`src/hdl/llac_pkg.sv`:
```
// Lid-lock actuator controller: shared types, state and command codes,
// register indexes and reset values. No dependencies.
package llac_pkg;

  // Controller state codes (also used for the commanded state)
  localparam logic [2:0] ST_INIT     = 3'd0;
  localparam logic [2:0] ST_IDLE     = 3'd1;
  localparam logic [2:0] ST_RESET    = 3'd2;
  localparam logic [2:0] ST_ACTIVE   = 3'd3;
  localparam logic [2:0] ST_INACTIVE = 3'd4;
  localparam logic [2:0] ST_PROC     = 3'd5;

  // Request command codes
  localparam logic [2:0] CMD_TICK      = 3'd0;
  localparam logic [2:0] CMD_SET_CMD   = 3'd1;
  localparam logic [2:0] CMD_FORCE     = 3'd2;
  localparam logic [2:0] CMD_ERR_WRITE = 3'd3;
  localparam logic [2:0] CMD_START     = 3'd4;

  // Configuration register indexes
  localparam logic [2:0] REG_ERROR_INTERVAL = 3'd0;
  localparam logic [2:0] REG_ACTIVE_LEVEL   = 3'd1;
  localparam logic [2:0] REG_ON_DELAY       = 3'd2;
  localparam logic [2:0] REG_OFF_DELAY      = 3'd3;
  localparam logic [2:0] REG_RESET_TIMEOUT  = 3'd4;

  // Configuration reset values
  localparam logic [15:0] ON_DELAY_RST      = 16'd250;
  localparam logic [15:0] OFF_DELAY_RST     = 16'd800;
  localparam logic [15:0] RESET_TIMEOUT_RST = 16'd3000;

  localparam int CNT_W = 17;
  localparam int MS_W  = 10;

  typedef struct packed {
    logic [15:0] error_interval;
    logic        active_level;
    logic [15:0] on_delay_ms;
    logic [15:0] off_delay_ms;
    logic [15:0] reset_timeout_ms;
  } llac_cfg_t;

  typedef struct packed {
    logic [2:0]      cmd;
    logic [MS_W-1:0] elapsed_ms;
    logic            sensor_level;
    logic [2:0]      arg;
  } llac_item_t;

  typedef struct packed {
    logic [2:0]       ctrl_state;
    logic [2:0]       target_state;
    logic [CNT_W-1:0] lock_confirm_count;
    logic [CNT_W-1:0] unlock_confirm_count;
    logic [15:0]      mismatch_count;
    logic [CNT_W-1:0] seek_elapsed;
    logic             drive_level;
    logic             error_bit;
  } llac_state_t;

endpackage

```
`src/hdl/llac_step.sv`:
```
// Lid-lock actuator controller: next-state logic for one request.
// Pure combinational; depends on llac_pkg.
module llac_step (
  input  llac_pkg::llac_cfg_t   cfg,
  input  llac_pkg::llac_item_t  item,
  input  llac_pkg::llac_state_t cur,
  output llac_pkg::llac_state_t nxt
);
  import llac_pkg::*;

  localparam logic [CNT_W-1:0] CNT_MAX = {CNT_W{1'b1}};

  function automatic logic [CNT_W-1:0] sat_add(input logic [CNT_W-1:0] a,
                                               input logic [MS_W-1:0] b);
    logic [CNT_W:0] s;
    s = {1'b0, a} + {{(CNT_W + 1 - MS_W){1'b0}}, b};
    return s[CNT_W] ? CNT_MAX : s[CNT_W-1:0];
  endfunction

  logic             engaged;
  logic [15:0]      mm_sum;
  logic             mm_hit;
  logic [CNT_W-1:0] lock_sum;
  logic [CNT_W-1:0] unlock_sum;
  logic [CNT_W-1:0] seek_sum;
  logic [CNT_W-1:0] ms_ext;

  assign engaged    = (item.sensor_level == cfg.active_level);
  assign mm_sum     = cur.mismatch_count + {6'd0, item.elapsed_ms};
  assign mm_hit     = (mm_sum >= cfg.error_interval);
  assign lock_sum   = sat_add(cur.lock_confirm_count, item.elapsed_ms);
  assign unlock_sum = sat_add(cur.unlock_confirm_count, item.elapsed_ms);
  assign seek_sum   = sat_add(cur.seek_elapsed, item.elapsed_ms);
  assign ms_ext     = {{(CNT_W - MS_W){1'b0}}, item.elapsed_ms};

  always_comb begin
    nxt = cur;
    case (item.cmd)
      CMD_TICK: begin
        case (cur.ctrl_state)
          ST_IDLE: nxt.ctrl_state = ST_RESET;
          ST_ACTIVE: begin
            if (cur.target_state == ST_INACTIVE) nxt.ctrl_state = ST_PROC;
          end
          ST_INACTIVE: begin
            if (cur.target_state == ST_ACTIVE) nxt.ctrl_state = ST_PROC;
          end
          ST_PROC: begin
            nxt.drive_level = 1'b1;
            if (cur.target_state == ST_ACTIVE) begin
              if (engaged) begin
                nxt.mismatch_count = '0;
                nxt.lock_confirm_count = lock_sum;
                if (lock_sum >= {1'b0, cfg.on_delay_ms}) begin
                  nxt.drive_level        = 1'b0;
                  nxt.ctrl_state         = ST_ACTIVE;
                  nxt.lock_confirm_count = '0;
                end
              end else if (mm_hit) begin
                nxt.mismatch_count = '0;
                nxt.error_bit      = 1'b1;
              end else begin
                nxt.mismatch_count = mm_sum;
              end
            end else if (cur.target_state == ST_INACTIVE) begin
              if (!engaged) begin
                nxt.mismatch_count = '0;
                nxt.unlock_confirm_count = unlock_sum;
                if (unlock_sum >= {1'b0, cfg.off_delay_ms}) begin
                  nxt.drive_level          = 1'b0;
                  nxt.ctrl_state           = ST_INACTIVE;
                  nxt.unlock_confirm_count = '0;
                end
              end else if (mm_hit) begin
                nxt.mismatch_count = '0;
                nxt.error_bit      = 1'b1;
              end else begin
                nxt.mismatch_count = mm_sum;
              end
            end
          end
          ST_RESET: begin
            nxt.seek_elapsed = seek_sum;
            nxt.drive_level  = 1'b1;
            if (engaged) begin
              nxt.unlock_confirm_count = ms_ext;
            end else if (cur.unlock_confirm_count != '0) begin
              nxt.unlock_confirm_count = unlock_sum;
              if (unlock_sum >= {1'b0, cfg.off_delay_ms}) begin
                nxt.drive_level          = 1'b0;
                nxt.ctrl_state           = ST_INACTIVE;
                nxt.unlock_confirm_count = '0;
              end
            end
            // Seek timeout with a released sensor ends the search
            if (seek_sum >= {1'b0, cfg.reset_timeout_ms} && !engaged) begin
              nxt.drive_level = 1'b0;
              nxt.ctrl_state  = ST_INACTIVE;
            end
          end
          default: ;
        endcase
      end
      CMD_SET_CMD:   nxt.target_state = item.arg;
      CMD_FORCE:     nxt.ctrl_state   = item.arg;
      CMD_ERR_WRITE: nxt.error_bit    = (item.arg != 3'd0);
      CMD_START:     nxt.ctrl_state   = ST_IDLE;
      default: ;
    endcase
  end

endmodule

```
`src/hdl/lid_lock_actuator_controller_unit.sv`:
```
// Lid-lock actuator controller, top level: stream ports, input register,
// controller state, result register. Depends on llac_pkg and llac_step.
//
// An accepted request is held in the input register, then its result in the result register.
// Throughput: one request per cycle unless the result side stalls; the only loop is
// the controller state register through llac_step, a few 17-bit adds and compares deep.
// Reset (rst, synchronous, active high): state init, commanded state idle,
// counters, drive and error cleared, registers to their defaults, no result.
module lid_lock_actuator_controller_unit (
  input  logic        clk,
  input  logic        rst,
  // Request stream
  input  logic        s_axis_tvalid,
  output logic        s_axis_tready,
  input  logic [15:0] s_axis_tdata,  // elapsed_ms[9:0], sensor_level[10], arg[13:11], zero
  input  logic [2:0]  s_axis_tuser,  // cmd[2:0]
  // Result stream
  output logic        m_axis_tvalid,
  input  logic        m_axis_tready,
  output logic [7:0]  m_axis_tdata,  // drive_on[0], actual_state[3:1], error_flag[4],
                                     // commanded_state[7:5]
  // Configuration write port
  input  logic        cfg_we,
  input  logic [2:0]  cfg_index,
  input  logic [15:0] cfg_data
);
  import llac_pkg::*;

  llac_cfg_t   cfg;
  llac_state_t st;
  llac_state_t st_next;

  // Input register
  logic        in_valid;
  llac_item_t  in_item;

  // Result register
  logic        out_valid;
  logic [7:0]  out_data;

  logic        in_advance;

  // Move the held request into the result register when that slot is free
  // or being emptied this cycle; the input side refills in the same edge.
  assign in_advance    = in_valid && (!out_valid || m_axis_tready);
  assign s_axis_tready = !in_valid || in_advance;

  assign m_axis_tvalid = out_valid;
  assign m_axis_tdata  = out_data;

  llac_step u_step (
    .cfg  (cfg),
    .item (in_item),
    .cur  (st),
    .nxt  (st_next)
  );

  // Configuration registers; writes must arrive only while the block is idle; the user keeps to this
  always_ff @(posedge clk) begin
    if (rst) begin
      cfg.error_interval   <= '0;
      cfg.active_level     <= 1'b1;
      cfg.on_delay_ms      <= ON_DELAY_RST;
      cfg.off_delay_ms     <= OFF_DELAY_RST;
      cfg.reset_timeout_ms <= RESET_TIMEOUT_RST;
    end else if (cfg_we) begin
      unique case (cfg_index)
        REG_ERROR_INTERVAL: cfg.error_interval   <= cfg_data;
        REG_ACTIVE_LEVEL:   cfg.active_level     <= cfg_data[0];
        REG_ON_DELAY:       cfg.on_delay_ms      <= cfg_data;
        REG_OFF_DELAY:      cfg.off_delay_ms     <= cfg_data;
        REG_RESET_TIMEOUT:  cfg.reset_timeout_ms <= cfg_data;
        default: ;  // drop writes beyond the register list
      endcase
    end
  end

  // Input register: capture a request whenever the slot is open
  always_ff @(posedge clk) begin
    if (rst) begin
      in_valid <= 1'b0;
    end else if (s_axis_tready) begin
      in_valid <= s_axis_tvalid;
    end
  end

  always_ff @(posedge clk) begin
    if (s_axis_tready && s_axis_tvalid) begin
      in_item.cmd          <= s_axis_tuser;
      in_item.elapsed_ms   <= s_axis_tdata[9:0];
      in_item.sensor_level <= s_axis_tdata[10];
      in_item.arg          <= s_axis_tdata[13:11];
    end
  end

  // Controller state: advance once per request as it leaves the input register
  always_ff @(posedge clk) begin
    if (rst) begin
      st.ctrl_state           <= ST_INIT;
      st.target_state         <= ST_IDLE;
      st.lock_confirm_count   <= '0;
      st.unlock_confirm_count <= '0;
      st.mismatch_count       <= '0;
      st.seek_elapsed         <= '0;
      st.drive_level          <= 1'b0;
      st.error_bit            <= 1'b0;
    end else if (in_advance) begin
      st <= st_next;
    end
  end

  // Result register: hold until the downstream side takes it
  always_ff @(posedge clk) begin
    if (rst) begin
      out_valid <= 1'b0;
    end else if (in_advance) begin
      out_valid <= 1'b1;
    end else if (m_axis_tready) begin
      out_valid <= 1'b0;
    end
  end

  always_ff @(posedge clk) begin
    if (in_advance) begin
      out_data <= {st_next.target_state, st_next.error_bit,
                   st_next.ctrl_state, st_next.drive_level};
    end
  end

endmodule

```
`config.mk`:
```
export PLATFORM = sky130hd
export DESIGN_NAME = lid_lock_actuator_controller_unit
export DESIGN_NICKNAME = d
export VERILOG_FILES = /design/src/hdl/llac_pkg.sv /design/src/hdl/llac_step.sv /design/src/hdl/lid_lock_actuator_controller_unit.sv
export SDC_FILE = /design/constraint.sdc
export NUM_CORES = 1
export LEC_CHECK = 0
export BUFFER_PORTS_ARGS = -buffer_cell sky130_fd_sc_hd__clkbuf_2
export CORE_ASPECT_RATIO = 1.75
export CORE_MARGIN = 5
export CORE_UTILIZATION = 55
export CTS_CLUSTER_DIAMETER = 150
export CTS_CLUSTER_SIZE = 8
export DETAILED_ROUTE_END_ITERATION = 6
export PLACE_DENSITY_LB_ADDON = 0.12
export SYNTH_ARGS = -nofsm -noshare
export SYNTH_HDL_FRONTEND = slang
export SYNTH_SLANG_ARGS = --single-unit
export TNS_END_PERCENT = 5
```
`constraint.sdc`:
```
create_clock -name clk -period 12.4 [get_ports clk]
set_clock_uncertainty 0.2 [all_clocks]
set_input_delay 3.1 -clock clk [delete_from_list [all_inputs] [get_ports clk]]
set_output_delay 3.1 -clock clk [all_outputs]
set_load 0.01 [all_outputs]
```
==> impl_results.html <==
<table>
<tr><th>Metric</th><th>Value</th></tr>
<tr><th colspan="2">Routing</th></tr>
<tr><td>Vias post-DR</td><td>9,161</td></tr>
<tr><td>DRC viols</td><td>0</td></tr>
<tr><td>Remaining antenna violation count</td><td>0</td></tr>
<tr><td>Routed length per placed instance</td><td>roughly 17 µm</td></tr>
<tr><td>Number of iterations in the first detailed-routing pass</td><td>5</td></tr>
<tr><td>Routed WL</td><td>around 27 mm</td></tr>
<tr><td>Count of routing violations after the opening detailed-route iteration</td><td>548</td></tr>
<tr><td>Post-detailed-route via-to-cell ratio</td><td>just under 6</td></tr>
<tr><th colspan="2">Timing</th></tr>
<tr><td>Worst-margin pin slew</td><td>1190 ps</td></tr>
<tr><td>Share of the clock period used by the worst path after layout</td><td>between 50 and 60%</td></tr>
<tr><td>Setup-failing EPs final</td><td>0</td></tr>
<tr><td>Max transition margin</td><td>between 20% and 30%</td></tr>
<tr><td>Setup total negative slack</td><td>0 ps</td></tr>
<tr><td>Unrepaired setup endpoints after global routing</td><td>no</td></tr>
<tr><td>Max Clk Rate</td><td>between 100 and 150 MHz</td></tr>
<tr><td>Pins over their slew limit</td><td>0</td></tr>
<tr><td>Final hold violation count</td><td>0</td></tr>
<tr><td>Final worst path period need</td><td>between 6000 and 7000 ps</td></tr>
<tr><th colspan="2">Clocking</th></tr>
<tr><td>Count of cells resized by post-cts repair</td><td>0</td></tr>
<tr><td>Number of levels the H-tree was split into</td><td>4</td></tr>
<tr><td>Number of sinks handled by clock tree synthesis</td><td>roughly 170</td></tr>
<tr><td>Setup Buffers After CTS</td><td>0</td></tr>
<tr><td>Clock-pin slew on the worst setup and hold paths</td><td>approximately 60 ps</td></tr>
<tr><td>Number of buffers inserted by hold repair at cts</td><td>0</td></tr>
<tr><td>Maximum clock insertion buffer count</td><td>2</td></tr>
<tr><td>Number of buffers created by CTS</td><td>17</td></tr>
<tr><td>Clock root buffer master</td><td>sky130_fd_sc_hd__clkbuf_16</td></tr>
<tr><td>CTS tree</td><td>done</td></tr>
<tr><td>Clock Latency Late Sink</td><td>440 ps</td></tr>
<tr><th colspan="2">Job</th></tr>
<tr><td>Maximum capacitance violations</td><td>0</td></tr>
<tr><th colspan="2">Setup path</th></tr>
<tr><td>Data arrival time of the critical path</td><td>3610 ps</td></tr>
<tr><td>Most frequent cell on the critical path</td><td>sky130_fd_sc_hd__clkbuf_2</td></tr>
<tr><td>Cell with the biggest individual delay on the critical path</td><td>sky130_fd_sc_hd__nor2b_1</td></tr>
<tr><td>Kind of cell adding the most delay to the critical path</td><td>simple AND/OR/NAND/NOR gates</td></tr>
<tr><td>Critical path start-end classification</td><td>in2out</td></tr>
<tr><td>Slowest stage delay, CP</td><td>~200 ps</td></tr>
<tr><td>Critical path buffers and inverters</td><td>2</td></tr>
<tr><td>CP Cell Sequence</td><td>clkbuf_2 -&gt; nor2b_1 -&gt; nand2_1 -&gt; clkbuf_2</td></tr>
<tr><td>Launching element type of the critical path</td><td>input port</td></tr>
<tr><td>Endpoint required time on the critical path</td><td>just over 9000 ps</td></tr>
<tr><td>Worst-path maximum fanout</td><td>4</td></tr>
<tr><td>Nature of the critical path endpoint</td><td>output port</td></tr>
<tr><th colspan="2">Power</th></tr>
<tr><td>Maximum vdd drop</td><td>about 0.075 mV</td></tr>
<tr><td>Power spent charging and discharging nets</td><td>roughly 0.00032 W</td></tr>
<tr><td>Switching Fraction</td><td>between 20% and 30%</td></tr>
<tr><td>Sequential cell fraction of total power</td><td>46.4%</td></tr>
<tr><td>Internal Power</td><td>around 0.0009 W</td></tr>
<tr><td>Power density of the placed cells</td><td>between 100 and 150 nW/µm²</td></tr>
<tr><td>Static leakage power</td><td>about 4.7 nW</td></tr>
<tr><td>Part of the power in the clock network</td><td>43.6%</td></tr>
<tr><td>Combinational group share of total power</td><td>around 10%</td></tr>
<tr><th colspan="2">Yosys</th></tr>
<tr><td>Count of synthesis-stage warnings from yosys</td><td>0</td></tr>
<tr><td>Unique masters post-synth</td><td>80</td></tr>
<tr><td>Mean instance size in the synthesized netlist</td><td>between 8 and 9 µm²</td></tr>
<tr><td>Sequential element share of the synthesized area</td><td>roughly 34%</td></tr>
<tr><td>Count of mapped cells out of synthesis</td><td>1,290</td></tr>
<tr><td>Share of async-settable or async-resettable flops after synthesis</td><td>0%</td></tr>
<tr><td>Number of enable flip-flop cells after synthesis</td><td>25</td></tr>
<tr><td>Number of register bits inferred by synthesis</td><td>approximately 170</td></tr>
<tr><td>Leading register cell type out of synthesis</td><td>sky130_fd_sc_hd__dfxtp_1</td></tr>
<tr><td>Net count of the mapped netlist</td><td>1,441</td></tr>
<tr><td>Post-synthesis instance area</td><td>10,600 µm²</td></tr>
<tr><th colspan="2">Floorplan</th></tr>
<tr><td>Area of the core region</td><td>about 19,000 µm²</td></tr>
<tr><td># rows</td><td>67</td></tr>
<tr><td>Die outline width</td><td>between 100 and 150 µm</td></tr>
<tr><td>Starting utilization of the core area</td><td>a little under three fifths</td></tr>
<tr><td>Die area</td><td>about 22,000 µm²</td></tr>
<tr><td>I/O pin cnt</td><td>53</td></tr>
<tr><td>Vertical die dimension</td><td>a little under 200 µm</td></tr>
<tr><th colspan="2">Global route</th></tr>
<tr><td>Via count of the first global-routing pass</td><td>around 9,000</td></tr>
<tr><td>Global-route wire length before repair</td><td>roughly 45 mm</td></tr>
<tr><td>Number of antenna violations at the first check in global routing</td><td>0</td></tr>
<tr><td>GRT Total Usage</td><td>between 20% and 30%</td></tr>
<tr><td>Global-route congestion overflow total</td><td>0</td></tr>
<tr><td>Maximum number of pins on one net before global-route repair</td><td>102</td></tr>
<tr><th colspan="2">Cells and area</th></tr>
<tr><td>Net count reported at finish</td><td>1,465</td></tr>
<tr><td>Layout overhead on the synthesized area</td><td>9.08%</td></tr>
<tr><td>Most common cell after layout, fill and taps aside</td><td>sky130_fd_sc_hd__nand2_1</td></tr>
<tr><td>Number of antenna diodes</td><td>0</td></tr>
<tr><td>Number of fill cells</td><td>around 1,700</td></tr>
<tr><td>Layout cells sized above 1</td><td>between 10% and 20%</td></tr>
<tr><td>Highest-count cells in the layout ignoring fill and taps</td><td>234 x sky130_fd_sc_hd__nand2_1, 142 x sky130_fd_sc_hd__dfxtp_1, 134 x sky130_fd_sc_hd__a21oi_1</td></tr>
<tr><td>Post-route insts no fill</td><td>about 1,600</td></tr>
<tr><th colspan="2">Placement</th></tr>
<tr><td>Placed instance count</td><td>1,536</td></tr>
<tr><td>GP Congestion</td><td>0.853</td></tr>
<tr><td>DPL Wire Length</td><td>20.1 mm</td></tr>
<tr><td>Count of port buffers added during placement</td><td>50</td></tr>
<tr><th colspan="2">Status</th></tr>
<tr><td>Result of the run</td><td>finished, final reports clean</td></tr>
<tr><th colspan="2">Hold path</th></tr>
<tr><td>Class of the tightest hold or removal check</td><td>reg2reg</td></tr>
</table>
-- power groups by stage --
stage                logic, W  registers [W]  clock network, W
floorplan           0.0000873       0.000580                 0
detailed placement   0.000122       0.000587                 0
global placement     0.000120       0.000587                 0
finish               0.000123       0.000576          0.000541
CTS                  0.000123       0.000575          0.000550
global route         0.000137       0.000577          0.000570
-- layer usage --
layer  wire (µm)  part of all wire, %  track usage, %  vias up
met5           0                    0               0        -
met3        1120                  4.1            3.81       67
met2       13600                   50            43.8      223
met4        1370                  5.0            13.3        0
met1       11300                   41            29.5     4268
li1            -                    -               -     4603
-- cell type report --
cell class	instances	area (µm²)	share of cell area [%]
inverters	82	308	2.67
clock inverters	13	156	1.36
repair buffers	54	283	2.45
clock buffers	19	433	3.75
multi-input cells	992	6460	56.0
flip-flops and latches	167	3590	31.1
well taps	241	302	2.61
-- path summary, 6_finish.rpt --
path | start | endpoint | depth (start not counted) | slack, ps
max | m_axis_tready | s_axis_tready | 4 | 5490
max reg2reg | in_item[5] | m_axis_tdata[0] | 16 | 6970
min | cfg[59] | cfg[59] | 2 | 250
min reg2reg | cfg[59] | cfg[59] | 2 | 250
-- tightest hold or removal path: cells and delay by family, from the launching register on --
kind             cells  cell delay (ps)
AO/OA/AOI/OAI        1               50
flip-flops           1              310
AND/OR/NAND/NOR      1               50
-- kinds of logic (layout without fill, tap and decap cells) --
| family | after synthesis | after routing | share of synthesized area [%] |
|---|---|---|---|
| AOI/OAI and AO/OA | 315 | 315 | 20.0 |
| and+or+nand+nor | 513 | 513 | 23.1 |
| buffers and inverters | 131 | 168 | 4.92 |
| muxes | 13 | 13 | 1.37 |
| DFF | 167 | 167 | 34.0 |
| adders and majority gates | 108 | 108 | 13.1 |
| xor gates and xnor gates | 43 | 43 | 3.56 |
-- synth_stat cells (all sizes together), types with 14 or more instances --
library cell	count	area share (%)
dfxtp	142	27
clkbuf	36	1.3
ha	104	12
o21ai	42	2.0
nand2	234	8.3
xor2	20	1.7
a211oi	14	1.1
a22o	16	1.3
nor2	92	3.3
edfxtp	25	7.1
xnor2	23	1.9
a21o	17	1.2
nor2b	14	0.83
nand3	44	2.5
a21oi	142	7.0
inv	80	2.8
nor3	35	2.1
nand2b	15	0.89
-- flip-flops by register name (all words and copies together), names as in the netlist --
register       count
st                75
cfg               65
in_item           17
m_axis_tdata       8
in_valid           1
m_axis_tvalid      1
-- through the flow --
step           util [%]  power (W)  area (µm²)  worst slack (ps)  hold slack [ps]
2_1_floorplan         -   0.000668       10600              5700              236
3_3_place_gp       57.5   0.000707       11000              5500              242
3_5_place_dp       57.5   0.000710       11000              5480              246
4_1_cts            60.6    0.00125       11500              5480              255
5_1_grt            60.6    0.00128       11500              5420              268
6_report           60.6    0.00124       11500              5490              252
Note: power is estimated with default switching activity, not from simulation.
